===== src/hdl/rtc_snapshot_to_epoch_unit_assert.svh =====
// assertion macros for the rtc snapshot to epoch unit
// expects clk and rst_n in the scope where a macro is used
`ifndef RTC_SNAPSHOT_TO_EPOCH_UNIT_ASSERT_SVH
`define RTC_SNAPSHOT_TO_EPOCH_UNIT_ASSERT_SVH

// same-cycle implication
`define RSE_ASSERT_SAME(lbl, ante, cons, msg) \
  lbl: assert property (@(posedge clk) disable iff (!rst_n) (ante) |-> (cons)) \
    else $error(msg);

// next-cycle implication
`define RSE_ASSERT_NEXT(lbl, ante, cons, msg) \
  lbl: assert property (@(posedge clk) disable iff (!rst_n) (ante) |=> (cons)) \
    else $error(msg);

`endif


===== src/hdl/rse_pkg.sv =====
// shared types, constants and helper functions for the rtc snapshot to epoch unit
// no dependencies
package rse_pkg;

  localparam int unsigned BIN_MODE_IDX = 2;
  localparam int unsigned H24_MODE_IDX = 1;
  localparam int unsigned PM_IDX       = 7;

  localparam logic [15:0] EPOCH_YEAR         = 16'd1970;
  localparam logic [31:0] LEAPS_BEFORE_EPOCH = 32'd477;  // leap years in 1..1969
  localparam logic [31:0] SECS_PER_DAY       = 32'd86400;
  localparam logic [25:0] RECIP_25           = 26'd5243; // ceil(2^17 / 25)
  localparam int unsigned RECIP_25_SHIFT     = 17;
  localparam logic [3:0]  MONTHS_PER_YEAR    = 4'd12;

  typedef struct packed {
    logic [7:0] century;
    logic [7:0] year;
    logic [7:0] month;
    logic [7:0] day;
    logic [7:0] weekday;
    logic [7:0] hour;
    logic [7:0] minute;
    logic [7:0] second;
  } rse_raw_t;

  typedef struct packed {
    logic [15:0] full_year;
    logic [7:0]  month;
    logic [7:0]  day;
    logic [7:0]  weekday;
    logic [7:0]  hour;
    logic [7:0]  minute;
    logic [7:0]  second;
  } rse_time_t;

  typedef struct packed {
    rse_time_t   tm;
    logic [8:0]  y_d100;
    logic [6:0]  y_d400;
    logic [8:0]  p_d100;
    logic [6:0]  p_d400;
    logic [23:0] span365;
    logic [19:0] tsec;
    logic        after_epoch;
  } rse_prep_t;

  function automatic logic [7:0] bcd_decode(input logic [7:0] b);
    return {4'd0, b[3:0]} + 8'(b[7:4]) * 8'd10;
  endfunction

  // input never exceeds 139, so five subtractions are enough
  function automatic logic [7:0] mod24(input logic [7:0] x);
    logic [7:0] v;
    v = x;
    for (int i = 0; i < 5; i++) begin
      if (v >= 8'd24) v = v - 8'd24;
    end
    return v;
  endfunction

  // exact x / 25 for x below 8192
  function automatic logic [8:0] div25(input logic [12:0] x);
    logic [25:0] p;
    p = 26'(x) * RECIP_25;
    return 9'(p >> RECIP_25_SHIFT);
  endfunction

  // days before the first of month m+1 in a common year
  function automatic logic [8:0] month_cum(input logic [3:0] m);
    logic [8:0] d;
    case (m)
      4'd0:    d = 9'd0;
      4'd1:    d = 9'd31;
      4'd2:    d = 9'd59;
      4'd3:    d = 9'd90;
      4'd4:    d = 9'd120;
      4'd5:    d = 9'd151;
      4'd6:    d = 9'd181;
      4'd7:    d = 9'd212;
      4'd8:    d = 9'd243;
      4'd9:    d = 9'd273;
      4'd10:   d = 9'd304;
      4'd11:   d = 9'd334;
      default: d = 9'd365;
    endcase
    return d;
  endfunction

endpackage


===== src/hdl/rse_snap_filter.sv =====
// holds the last accepted snapshot that was not busy and flags a repeat of it
// depends on rse_pkg
module rse_snap_filter import rse_pkg::*; (
  input  logic     clk,
  input  logic     rst_n,
  input  logic     accept,
  input  logic     busy,
  input  rse_raw_t snap,
  output logic     repeat_hit
);

  rse_raw_t prev_r;
  logic     valid_r;

  assign repeat_hit = !busy && valid_r && (prev_r == snap);

  always_ff @(posedge clk) begin
    if (!rst_n) begin
      prev_r  <= '0;
      valid_r <= 1'b0;
    end else if (accept && !busy) begin
      prev_r  <= snap;
      valid_r <= 1'b1;
    end
  end

endmodule


===== src/hdl/rse_field_decode.sv =====
// bcd or binary field decode, 12/24 hour fix-up and full year of one snapshot
// depends on rse_pkg
module rse_field_decode import rse_pkg::*; (
  input  rse_raw_t  raw,
  input  logic [7:0] fmt,
  output rse_time_t tm
);

  logic [7:0] sec, min, hr, wd, dy, mo, yr, cen;

  always_comb begin
    if (fmt[BIN_MODE_IDX]) begin
      sec = raw.second;
      min = raw.minute;
      hr  = raw.hour;
      wd  = raw.weekday;
      dy  = raw.day;
      mo  = raw.month;
      yr  = raw.year;
      cen = raw.century;
    end else begin
      sec = bcd_decode(raw.second);
      min = bcd_decode(raw.minute);
      // pm flag survives the decode
      hr  = {raw.hour[PM_IDX], 7'(bcd_decode({1'b0, raw.hour[6:0]}))};
      wd  = bcd_decode(raw.weekday);
      dy  = bcd_decode(raw.day);
      mo  = bcd_decode(raw.month);
      yr  = bcd_decode(raw.year);
      cen = bcd_decode(raw.century);
    end
    if (!fmt[H24_MODE_IDX] && hr[PM_IDX]) begin
      hr = mod24({1'b0, hr[6:0]} + 8'd12);
    end
  end

  assign tm.second    = sec;
  assign tm.minute    = min;
  assign tm.hour      = hr;
  assign tm.weekday   = wd;
  assign tm.day       = dy;
  assign tm.month     = mo;
  assign tm.full_year = 16'(yr) + 16'(cen) * 16'd100;

endmodule


===== src/hdl/rse_year_prep.sv =====
// century divisions, whole-year span and time-of-day seconds
// depends on rse_pkg
module rse_year_prep import rse_pkg::*; (
  input  rse_time_t tm,
  output rse_prep_t prep
);

  logic [15:0] y, p, diff;

  // full year stays below 2^15, so bits 14:2 carry y/4
  assign y    = tm.full_year;
  assign p    = y - 16'd1;
  assign diff = y - EPOCH_YEAR;

  assign prep.tm          = tm;
  assign prep.y_d100      = div25(y[14:2]);
  assign prep.y_d400      = 7'(div25({2'b00, y[14:4]}));
  assign prep.p_d100      = div25(p[14:2]);
  assign prep.p_d400      = 7'(div25({2'b00, p[14:4]}));
  assign prep.span365     = 24'(24'(diff) * 24'd365);
  assign prep.tsec        = 20'(tm.hour) * 20'd3600 + 20'(tm.minute) * 20'd60
                          + 20'(tm.second);
  assign prep.after_epoch = (y > EPOCH_YEAR);

endmodule


===== src/hdl/rse_day_count.sv =====
// days since 1970-01-01 from the prepared year terms, month and day
// depends on rse_pkg
module rse_day_count import rse_pkg::*; (
  input  rse_prep_t   prep,
  output logic [31:0] days
);

  logic [15:0] y, p, leaps_y, leaps_p;
  logic        leap;
  logic [3:0]  mon_idx;
  logic [31:0] year_days;

  assign y = prep.tm.full_year;
  assign p = y - 16'd1;

  assign leaps_y = {2'b00, y[15:2]} - 16'(prep.y_d100) + 16'(prep.y_d400);
  assign leaps_p = {2'b00, p[15:2]} - 16'(prep.p_d100) + 16'(prep.p_d400);

  // year zero is a leap year; otherwise the leap count steps at y
  assign leap = (y == 16'd0) || (leaps_y != leaps_p);

  always_comb begin
    if (prep.tm.month == 8'd0) begin
      mon_idx = 4'd0;
    end else if ((prep.tm.month - 8'd1) > 8'(MONTHS_PER_YEAR)) begin
      mon_idx = MONTHS_PER_YEAR;
    end else begin
      mon_idx = 4'(prep.tm.month - 8'd1);
    end
  end

  assign year_days = prep.after_epoch
                   ? 32'(prep.span365) + 32'(leaps_p) - LEAPS_BEFORE_EPOCH
                   : 32'd0;

  assign days = year_days + 32'(month_cum(mon_idx))
              + 32'(leap && (mon_idx >= 4'd2))
              + 32'(prep.tm.day) - 32'd1;

endmodule


===== src/hdl/rtc_snapshot_to_epoch_unit.sv =====
// Converts raw CMOS RTC register snapshots into decoded time fields and seconds
// since 1970. A snapshot flagged busy is dropped; any other snapshot is stored,
// and only one that repeats the stored snapshot byte for byte yields a result.
// The unit is a six-register pipeline (input, decode, year terms, day count,
// day-to-second multiply, output) and takes one transfer per cycle while no
// stall reaches the input; bubbles let new snapshots in while a result waits
// at the output.
// depends on rse_pkg, the four rse_ submodules and the assertion macro header
`include "rtc_snapshot_to_epoch_unit_assert.svh"

module rtc_snapshot_to_epoch_unit import rse_pkg::*; (
  input  logic        clk,
  input  logic        rst_n,
  input  logic        in_tvalid,
  output logic        in_tready,
  // raw_second, raw_minute, raw_hour, raw_weekday, raw_day, raw_month,
  // raw_year, raw_century, format_byte (8 bits each)
  input  logic [71:0] in_tdata,
  // update_busy
  input  logic        in_tuser,
  output logic        out_tvalid,
  input  logic        out_tready,
  // second, minute, hour, weekday, day, month (8 each), full_year (16),
  // epoch_seconds (32)
  output logic [95:0] out_tdata
);

  logic        in_acc, repeat_hit;
  logic        rdy1, rdy2, rdy3, rdy4, rdy5, rdy_o;

  rse_raw_t    s1_raw_r;
  logic [7:0]  s1_fmt_r;
  logic        s1_v_r;
  rse_time_t   s2_time_r, dec_time;
  logic        s2_v_r;
  rse_prep_t   s3_prep_r, prep;
  logic        s3_v_r;
  logic [31:0] s4_days_r, days;
  logic [19:0] s4_tsec_r;
  rse_time_t   s4_time_r;
  logic        s4_v_r;
  logic [31:0] s5_dsec_r;
  logic [19:0] s5_tsec_r;
  rse_time_t   s5_time_r;
  logic        s5_v_r;
  logic [95:0] out_data_r;
  logic        out_v_r;

  // a stage moves when it is empty or the next one moves
  assign rdy_o = !out_v_r || out_tready;
  assign rdy5  = !s5_v_r || rdy_o;
  assign rdy4  = !s4_v_r || rdy5;
  assign rdy3  = !s3_v_r || rdy4;
  assign rdy2  = !s2_v_r || rdy3;
  assign rdy1  = !s1_v_r || rdy2;

  assign in_tready  = rdy1;
  assign in_acc     = in_tvalid && in_tready;
  assign out_tvalid = out_v_r;
  assign out_tdata  = out_data_r;

  rse_snap_filter u_filter (
    .clk        (clk),
    .rst_n      (rst_n),
    .accept     (in_acc),
    .busy       (in_tuser),
    .snap       (rse_raw_t'(in_tdata[63:0])),
    .repeat_hit (repeat_hit)
  );

  rse_field_decode u_decode (
    .raw (s1_raw_r),
    .fmt (s1_fmt_r),
    .tm  (dec_time)
  );

  rse_year_prep u_prep (
    .tm   (s2_time_r),
    .prep (prep)
  );

  rse_day_count u_days (
    .prep (s3_prep_r),
    .days (days)
  );

  always_ff @(posedge clk) begin
    if (!rst_n) begin
      s1_v_r  <= 1'b0;
      s2_v_r  <= 1'b0;
      s3_v_r  <= 1'b0;
      s4_v_r  <= 1'b0;
      s5_v_r  <= 1'b0;
      out_v_r <= 1'b0;
    end else begin
      if (rdy1)  s1_v_r  <= in_acc && repeat_hit;
      if (rdy2)  s2_v_r  <= s1_v_r;
      if (rdy3)  s3_v_r  <= s2_v_r;
      if (rdy4)  s4_v_r  <= s3_v_r;
      if (rdy5)  s5_v_r  <= s4_v_r;
      if (rdy_o) out_v_r <= s5_v_r;
    end
  end

  always_ff @(posedge clk) begin
    if (rdy1) begin
      s1_raw_r <= rse_raw_t'(in_tdata[63:0]);
      s1_fmt_r <= in_tdata[71:64];
    end
    if (rdy2) s2_time_r <= dec_time;
    if (rdy3) s3_prep_r <= prep;
    if (rdy4) begin
      s4_days_r <= days;
      s4_tsec_r <= s3_prep_r.tsec;
      s4_time_r <= s3_prep_r.tm;
    end
    if (rdy5) begin
      s5_dsec_r <= 32'(s4_days_r * SECS_PER_DAY);
      s5_tsec_r <= s4_tsec_r;
      s5_time_r <= s4_time_r;
    end
    if (rdy_o) begin
      out_data_r <= {s5_dsec_r + 32'(s5_tsec_r), s5_time_r};
    end
  end

  `RSE_ASSERT_SAME(a_s1_from_repeat, $rose(s1_v_r), $past(in_acc && !in_tuser), "pipeline entry without a repeated snapshot transfer")
  `RSE_ASSERT_NEXT(a_s3_holds, s3_v_r && !rdy4, s3_v_r, "stalled year stage lost its item")
  `RSE_ASSERT_SAME(a_out_from_s5, $rose(out_v_r), $past(s5_v_r), "result appeared without a multiply stage item")
  `RSE_ASSERT_SAME(a_busy_no_entry, $past(in_acc && in_tuser && rdy1), !s1_v_r, "busy snapshot entered the pipeline")

endmodule


===== config.mk =====
export PLATFORM = sky130hd
export DESIGN_NAME = rtc_snapshot_to_epoch_unit
export DESIGN_NICKNAME = d
export VERILOG_FILES = /design/src/hdl/rse_pkg.sv /design/src/hdl/rse_snap_filter.sv /design/src/hdl/rse_field_decode.sv /design/src/hdl/rse_year_prep.sv /design/src/hdl/rse_day_count.sv /design/src/hdl/rtc_snapshot_to_epoch_unit.sv
export VERILOG_INCLUDE_DIRS = /design/src /design/src/hdl
export SDC_FILE = /design/constraint.sdc
export NUM_CORES = 2
export LEC_CHECK = 0
export ABC_AREA = 1
export BUFFER_PORTS_ARGS = -buffer_cell sky130_fd_sc_hd__clkbuf_2
export CAP_MARGIN = 30
export CORE_AREA = 2 2 289 319
export CTS_CLUSTER_DIAMETER = 100
export DETAILED_ROUTE_END_ITERATION = 8
export DIE_AREA = 0 0 291 321
export GPL_TIMING_DRIVEN = 0
export PLACE_DENSITY = 0.69
export SLEW_MARGIN = 20
export SYNTH_ARGS = -nofsm -noshare
export SYNTH_HDL_FRONTEND = slang
export SYNTH_SLANG_ARGS = --single-unit

===== constraint.sdc =====
create_clock -name clk -period 49 [get_ports clk]
set_input_delay 9.8 -clock clk [delete_from_list [all_inputs] [get_ports clk]]
set_output_delay 9.8 -clock clk [all_outputs]
set_load 0.02 [all_outputs]

Word-level counts from Yosys, hierarchy flattened
Memories as Yosys holds them, arrays and structs flattened.
Cells that the tools add are included.
{"block": "word_totals", "word_cells": 169, "mem_bits_ro": 144, "out_inout_bits": 98, "n_memories": 1, "ff_bits": 664}
{"memory": "(name not given)", "words": 16, "width": 9, "rd": 1, "rd_clocked_by_memory_dff": 0, "write_ports": 0, "line": "rse_pkg.sv:72", "rtl": "case (m)"}
{"block": "classes", "addsub": 32, "n_eq_ne": 2, "mul": 17, "n_mux": 21, "reduce_logical": 24, "n_lt_le_gt_ge": 8}
{"op": "8-bit two-way mux", "n": 17}
{"op": "64-bit == test", "n": 1}
{"op": "4-bit by 8-bit adder with 8-bit output", "n": 7}
{"op": "13-bit by 13-bit multiplier with 26-bit output (second input constant)", "n": 2}
{"op": "4-bit by 3-bit multiplier with 7-bit output (second input constant)", "n": 7}
{"op": "11-bit by 13-bit multiplier with 24-bit output (second input constant)", "n": 2}
{"op": "8-bit by 5-bit >= comparator with 1-bit output (second input constant)", "n": 5}
{"op": "8-bit by 5-bit subtractor with 8-bit output (second input constant)", "n": 5}
{"op": "16-bit by 7-bit adder with 16-bit output", "n": 2}
{"op": "32-bit by 1-bit adder with 32-bit output", "n": 1}
{"op": "32-bit by 20-bit adder with 32-bit output", "n": 1}
{"op": "32-bit by 8-bit adder with 32-bit output", "n": 1}
{"op": "32-bit by 9-bit adder with 32-bit output", "n": 1}
{"op": "32-bit by 10-bit multiplier with 25-bit output (second input constant)", "n": 1}
{"op": "32-bit two-way mux", "n": 1}
{"op": "32-bit by 1-bit subtractor with 32-bit output (second input constant)", "n": 1}
{"op": "32-bit by 9-bit subtractor with 32-bit output (second input constant)", "n": 1}
{"op": "14-bit by 9-bit subtractor with 15-bit output", "n": 2}
{"op": "24-bit by 16-bit adder with 25-bit output", "n": 1}
{"op": "16-bit by 9-bit multiplier with 24-bit output (second input constant)", "n": 1}
{"op": "20-bit by 14-bit adder with 20-bit output", "n": 1}
{"op": "20-bit by 8-bit adder with 20-bit output", "n": 1}
{"op": "8-bit by 15-bit adder with 16-bit output", "n": 1}
{"op": "16-bit by 11-bit greater-than comparator with 1-bit output (second input constant)", "n": 1}
{"op": "20 further kinds", "n": 40}

Longest topological paths before layout
{"block": "depth", "ltp_word": 19, "mapped_depth": 58, "mapped_depth_nobuf": 58}

Hierarchy
From an unflattened synthesis, not the netlist that was laid out.
{"block": "hier_totals", "hier_cells": 6125, "area_unflattened_um2": 55881.1}
{"mod": "rtc_snapshot_to_epoch_unit", "cells_each": 1307, "area_each_um2": 22509.1, "n_inst": 1, "seq_area_each_um2": 17867.1}
{"mod": "rse_year_prep", "cells_each": 2325, "area_each_um2": 18470.2, "n_inst": 1, "seq_area_each_um2": 0.0}
{"mod": "rse_day_count", "cells_each": 1246, "area_each_um2": 7008.0, "n_inst": 1, "seq_area_each_um2": 0.0}
{"mod": "rse_field_decode", "cells_each": 741, "area_each_um2": 4618.2, "n_inst": 1, "seq_area_each_um2": 0.0}
{"mod": "rse_snap_filter", "cells_each": 506, "area_each_um2": 3275.6, "n_inst": 1, "seq_area_each_um2": 1301.2}

Worst setup path after synthesis
Ideal clock, no wire load.
{"block": "synth_timing", "kind": "input to output", "start": "input out_tready", "end": "output in_tready", "required_ns": 39.200, "path_slack_ns": 18.165, "t_arrival_ns": 21.035, "cell_stages": 10, "path_buffers": 0, "path_cell_list": "nor2_1 inv_1 nor2_1 inv_1 nor2_1 inv_1 nor2_1 inv_1 nor2_1 nand2_1"}
{"block": "synth_between", "elab_chain_len": 6}
{"element": "from (decl)", "line": "rtc_snapshot_to_epoch_unit.sv:22", "rtl": "input logic out_tready,"}
{"element": "1-bit logical OR", "line": "rtc_snapshot_to_epoch_unit.sv:50", "rtl": "assign rdy_o = !out_v_r || out_tready;"}
{"element": "net rdy_o", "line": "rtc_snapshot_to_epoch_unit.sv:29", "rtl": "logic rdy1, rdy2, rdy3, rdy4, rdy5, rdy_o;"}
{"element": "1-bit logical OR", "line": "rtc_snapshot_to_epoch_unit.sv:51", "rtl": "assign rdy5 = !s5_v_r || rdy_o;"}
{"element": "net rdy5", "line": "rtc_snapshot_to_epoch_unit.sv:29"}
{"element": "1-bit logical OR", "line": "rtc_snapshot_to_epoch_unit.sv:52", "rtl": "assign rdy4 = !s4_v_r || rdy5;"}
{"element": "net rdy4", "line": "rtc_snapshot_to_epoch_unit.sv:29"}
{"element": "1-bit logical OR", "line": "rtc_snapshot_to_epoch_unit.sv:53", "rtl": "assign rdy3 = !s3_v_r || rdy4;"}
{"element": "net rdy3", "line": "rtc_snapshot_to_epoch_unit.sv:29"}
{"element": "1-bit logical OR", "line": "rtc_snapshot_to_epoch_unit.sv:54", "rtl": "assign rdy2 = !s2_v_r || rdy3;"}
{"element": "1-bit logical OR", "line": "rtc_snapshot_to_epoch_unit.sv:55", "rtl": "assign rdy1 = !s1_v_r || rdy2;"}
{"element": "to (decl)", "line": "rtc_snapshot_to_epoch_unit.sv:15", "rtl": "output logic in_tready,"}
The timed path passes the listed nets, and every way through them passes these cells.

Worst setup path in the final report
Ends and elaborated chain as after synthesis.

==> Flow_metrics.wiki <==
{| class="wikitable"
! Metric !! Value
|-
| Result of the run || completed
|-
| Async S/R FF share, synth || 0%
|-
| Path length in cells of the critical path || 12
|-
| Number of diodes || 0
|-
| Transition time of the tightest slew-check pin || 0.892 ns
|-
| Destination of the worst register-to-register timing path || s4_days_r[23]$_DFFE_PP_
|-
| Mean post-synth cell area || 10.5 um2
|-
| Worst setup path startpoint || out_tready
|-
| RSZ-0062 raised after global routing || false
|-
| Layout net count || 6080
|-
| Area of the mapped netlist || 49200 um2
|-
| Via Count || 31600
|-
| Placeable core region || 90400 um2
|-
| Ratio of final minimum period to clock period || 46.4%
|-
| FF+latch count, synth || 647
|-
| Number of synthesis warnings || 0
|-
| Critical Path Slowest Stage Cell || nor2_1
|-
| Die Outline Area || 93400 um2
|-
| Critical Setup Path Class || input pin to output port
|-
| Placed Instance Area || 51700 um2
|-
| Initial Util || 54.4%
|-
| Biggest fanout along the worst timing path || 62
|-
| Combined flip-flop and latch cell area || 18700 um2
|-
| Max Freq || 44.0 MHz
|-
| Count of placed standard cells including taps || 6040
|-
| Setup total negative slack || 0 ns
|-
| Final weighted congestion in routability-driven placement || 0.880
|-
| CTS tree || built
|-
| Combined global-route utilization of all metal layers || 21.8%
|-
| CP delay by family, top || simple AND/OR/NAND/NOR gates
|-
| Root Buffer Master || clkbuf_16
|-
| Layout cell share with drive strength beyond 1 || 6.86%
|-
| Top flip-flop cell by instance count after synthesis || edfxtp_1
|-
| Share of the synthesized area in the top cell type || 35.1%
|-
| Type of destination of the critical path || output port
|-
| Number of setup buffers added after CTS || 0
|-
| CTS clk-pin slew, worst paths || 0.06 ns
|-
| Yosys top cell by area || edfxtp_1
|-
| Die Y || 321 um
|-
| Tightest hold margin || 0.410 ns
|-
| Maximum single-stage delay on the critical path || 0.39 ns
|-
| Register-to-Register Path Depth || 53
|-
| Sequential area share after synthesis || 38.0%
|-
| Initial antenna violation count || 3
|-
| Number of inserted filler cells in the final layout || 7456
|-
| Largest buffer count on any clock path || 3
|-
| Total nets after synthesis || 5836
|-
| Clock insertion delay at the later pin of the skew report || 0.63 ns
|-
| Total area of multi-input combinational cells || 26600 um2
|-
| Library cells used by synthesis || 56
|-
| First-pass GRT wire length || 162000 um
|-
| Detailed Route WL || 99500 um
|-
| Synthesis-to-finish area growth || 9.38%
|-
| Maximum level of the CTS H-tree || 3
|-
| Drt wl/cell || 16.1 um
|-
| Required arrival time at the worst endpoint || 39.20 ns
|-
| Post-cts hold buffer count || 0
|-
| Number of detailed-route iterations in the first pass || 5
|-
| CTS Buf Count || 68
|-
| Setup slack of the worst register-to-register path || 40.20 ns
|-
| Capturing element of the worst setup path || in_tready
|-
| Final Max Slew Viols || 0
|-
| GR Overflow Total || 0
|-
| Skew final || 0.0341 ns
|-
| Startpoint class of the critical path || input pin
|-
| Worst slew margin relative to its limit || 40.3%
|-
| Dominant cell type by count on the critical path || nor2_1
|-
| CP Data Arrival Time || 12.92 ns
|-
| Max Cap Violations || 0
|-
| Synthesized instance count || 4686
|-
| Clock period minus final worst setup slack || 22.72 ns
|-
| # port buffers || 167
|-
| CTS Sinks || 647
|-
| Pin count of the biggest net entering global routing || 80
|-
| Std-Cell Rows || 116
|-
| Final Hold Vio Count || 0
|-
| Largest cells by area after synthesis || edfxtp_1 35%, ha_1 18%, fa_1 14%
|-
| Vias per cell || 5.13
|-
| Cells along the critical path || clkbuf_2 > nor2_1 > inv_6 > nor2_1 > inv_6 > nor2_1 > inv_6 > nor2_1 > inv_8 > nor2_1 > nand2_4 > clkbuf_2
|-
| Total half-perimeter wirelength after legalization and detailed placement || 81100 um
|-
| Count of cells resized by post-cts repair || 0
|-
| Via count of the first global-routing pass || 31600
|-
| Final-report setup violation count || 0
|-
| Worst path buffer plus inverter count || 6
|-
| Routed Antenna Nets || 0
|-
| Summed area of non-filler cells in the final layout || 53800 um2
|-
| Number of top-level design ports || 175
|-
| Post-synth EDFFs || 576
|-
| Die X-Extent || 291 um
|-
| Beginning of the worst register-to-register path || s3_prep_r[125]$_DFFE_PP_
|-
| Path type of the worst min-delay path || register to register
|-
| Final std cells w/o fill || 6163
|-
| Initial DRC Count || 1569
|-
| Remaining DRCs || 0
|}
cells in the final DEF (no fill, tap or decap), types with 12 or more instances in the layout:
| master | Yosys | layout |
|---|---|---|
| nor2_1 | 304 | 304 |
| xor2_1 | 262 | 262 |
| clkbuf_2 | 0 | 167 |
| nand3_1 | 119 | 119 |
| clkinv_1 | 3 | 13 |
| o21ai_0 | 166 | 166 |
| a21oi_1 | 239 | 239 |
| nand4_1 | 38 | 38 |
| fa_1 | 349 | 349 |
| clkbuf_16 | 0 | 70 |
| or2_2 | 24 | 24 |
| ha_1 | 724 | 724 |
| a21o_1 | 14 | 14 |
| clkbuf_1 | 30 | 49 |
| dfxtp_1 | 71 | 71 |
| xnor2_1 | 102 | 102 |
| edfxtp_1 | 576 | 576 |
| nand2_2 | 18 | 18 |
| nand2_1 | 460 | 459 |
| o221ai_1 | 12 | 12 |
| nor3_1 | 50 | 50 |
| inv_1 | 1001 | 996 |
| o21bai_1 | 22 | 22 |
final cells by class:
| cell class | count | share of cell area (%) |
|---|---|---|
| inverters | 1008 | 7.07 |
| flip-flops and latches | 647 | 34.8 |
| well taps | 1180 | 2.74 |
| plain buffers | 36 | 0.284 |
| clock inverters | 33 | 0.500 |
| repair buffers | 174 | 1.86 |
| multi-input cells | 2995 | 49.4 |
| clock buffers | 90 | 3.41 |
kinds of logic (layout without fill, tap and decap cells):
| family | after synthesis | in the layout | synth area share [%] |
|---|---|---|---|
| and+or+nand+nor | 1046 | 1046 | 9.11 |
| DFF | 647 | 647 | 38.0 |
| AOI/OAI and AO/OA | 512 | 512 | 5.80 |
| adders and majority gates | 1073 | 1073 | 32.6 |
| xor gates and xnor gates | 364 | 364 | 6.48 |
| buffers and inverters | 1044 | 1341 | 8.00 |
state kept, by name, indices dropped and copies added, names as in the netlist, 2 cells and up:
register	flops
s5_dsec_r	25
s4_time_r	62
s1_fmt_r	2
s5_time_r	62
out_tdata	94
s4_days_r	25
s5_tsec_r	20
s3_prep_r	138
u_filter.prev_r	64
s2_time_r	64
s4_tsec_r	20
s1_raw_r	64
worst min path at each step:
stage / start / endpoint / cells after the start
2_1_floorplan: s5_time_r[10]$_DFFE_PP_ / out_tdata[10]$_DFFE_PP_ / 0
3_3_place_gp: s4_tsec_r[16]$_DFFE_PP_ / s5_tsec_r[16]$_DFFE_PP_ / 0
3_5_place_dp: s5_time_r[20]$_DFFE_PP_ / out_tdata[20]$_DFFE_PP_ / 0
4_1_cts: s4_time_r[29]$_DFFE_PP_ / s5_time_r[29]$_DFFE_PP_ / 0
5_1_grt: s5_time_r[21]$_DFFE_PP_ / out_tdata[21]$_DFFE_PP_ / 0
6_report: s5_time_r[21]$_DFFE_PP_ / out_tdata[21]$_DFFE_PP_ / 0
per-stage QoR:
stage | setup slack [ns] | util, %
floorplan | 18.16 | -
global placement | 11.54 | 57.0
detailed placement | 26.17 | 57.2
CTS | 26.17 | 59.5
global route | 26.03 | 59.5
finish | 26.28 | 59.5
cells in the mapped netlist (12+ instances only):
library cell	instances
or2_2	24
nor2_1	304
clkbuf_1	30
a21oi_1	239
fa_1	349
o21bai_1	22
xnor2_1	102
inv_1	1001
nand4_1	38
dfxtp_1	71
xor2_1	262
o221ai_1	12
nand2_2	18
o21ai_0	166
nand3_1	119
nor3_1	50
nand2_1	460
a21o_1	14
ha_1	724
edfxtp_1	576
per-layer routing:
layer	vias to the layer above	track usage (%)	wire, um
li1	15800	-	-
met1	15200	28.9	44800
met2	487	38.0	48600
met3	127	2.67	3950
met4	0	5.73	2200
met5	-	0	0
Power is left out: the tool's default activity adds up to more than one toggle a clock period on the data nets, which glitch-free logic cannot reach.
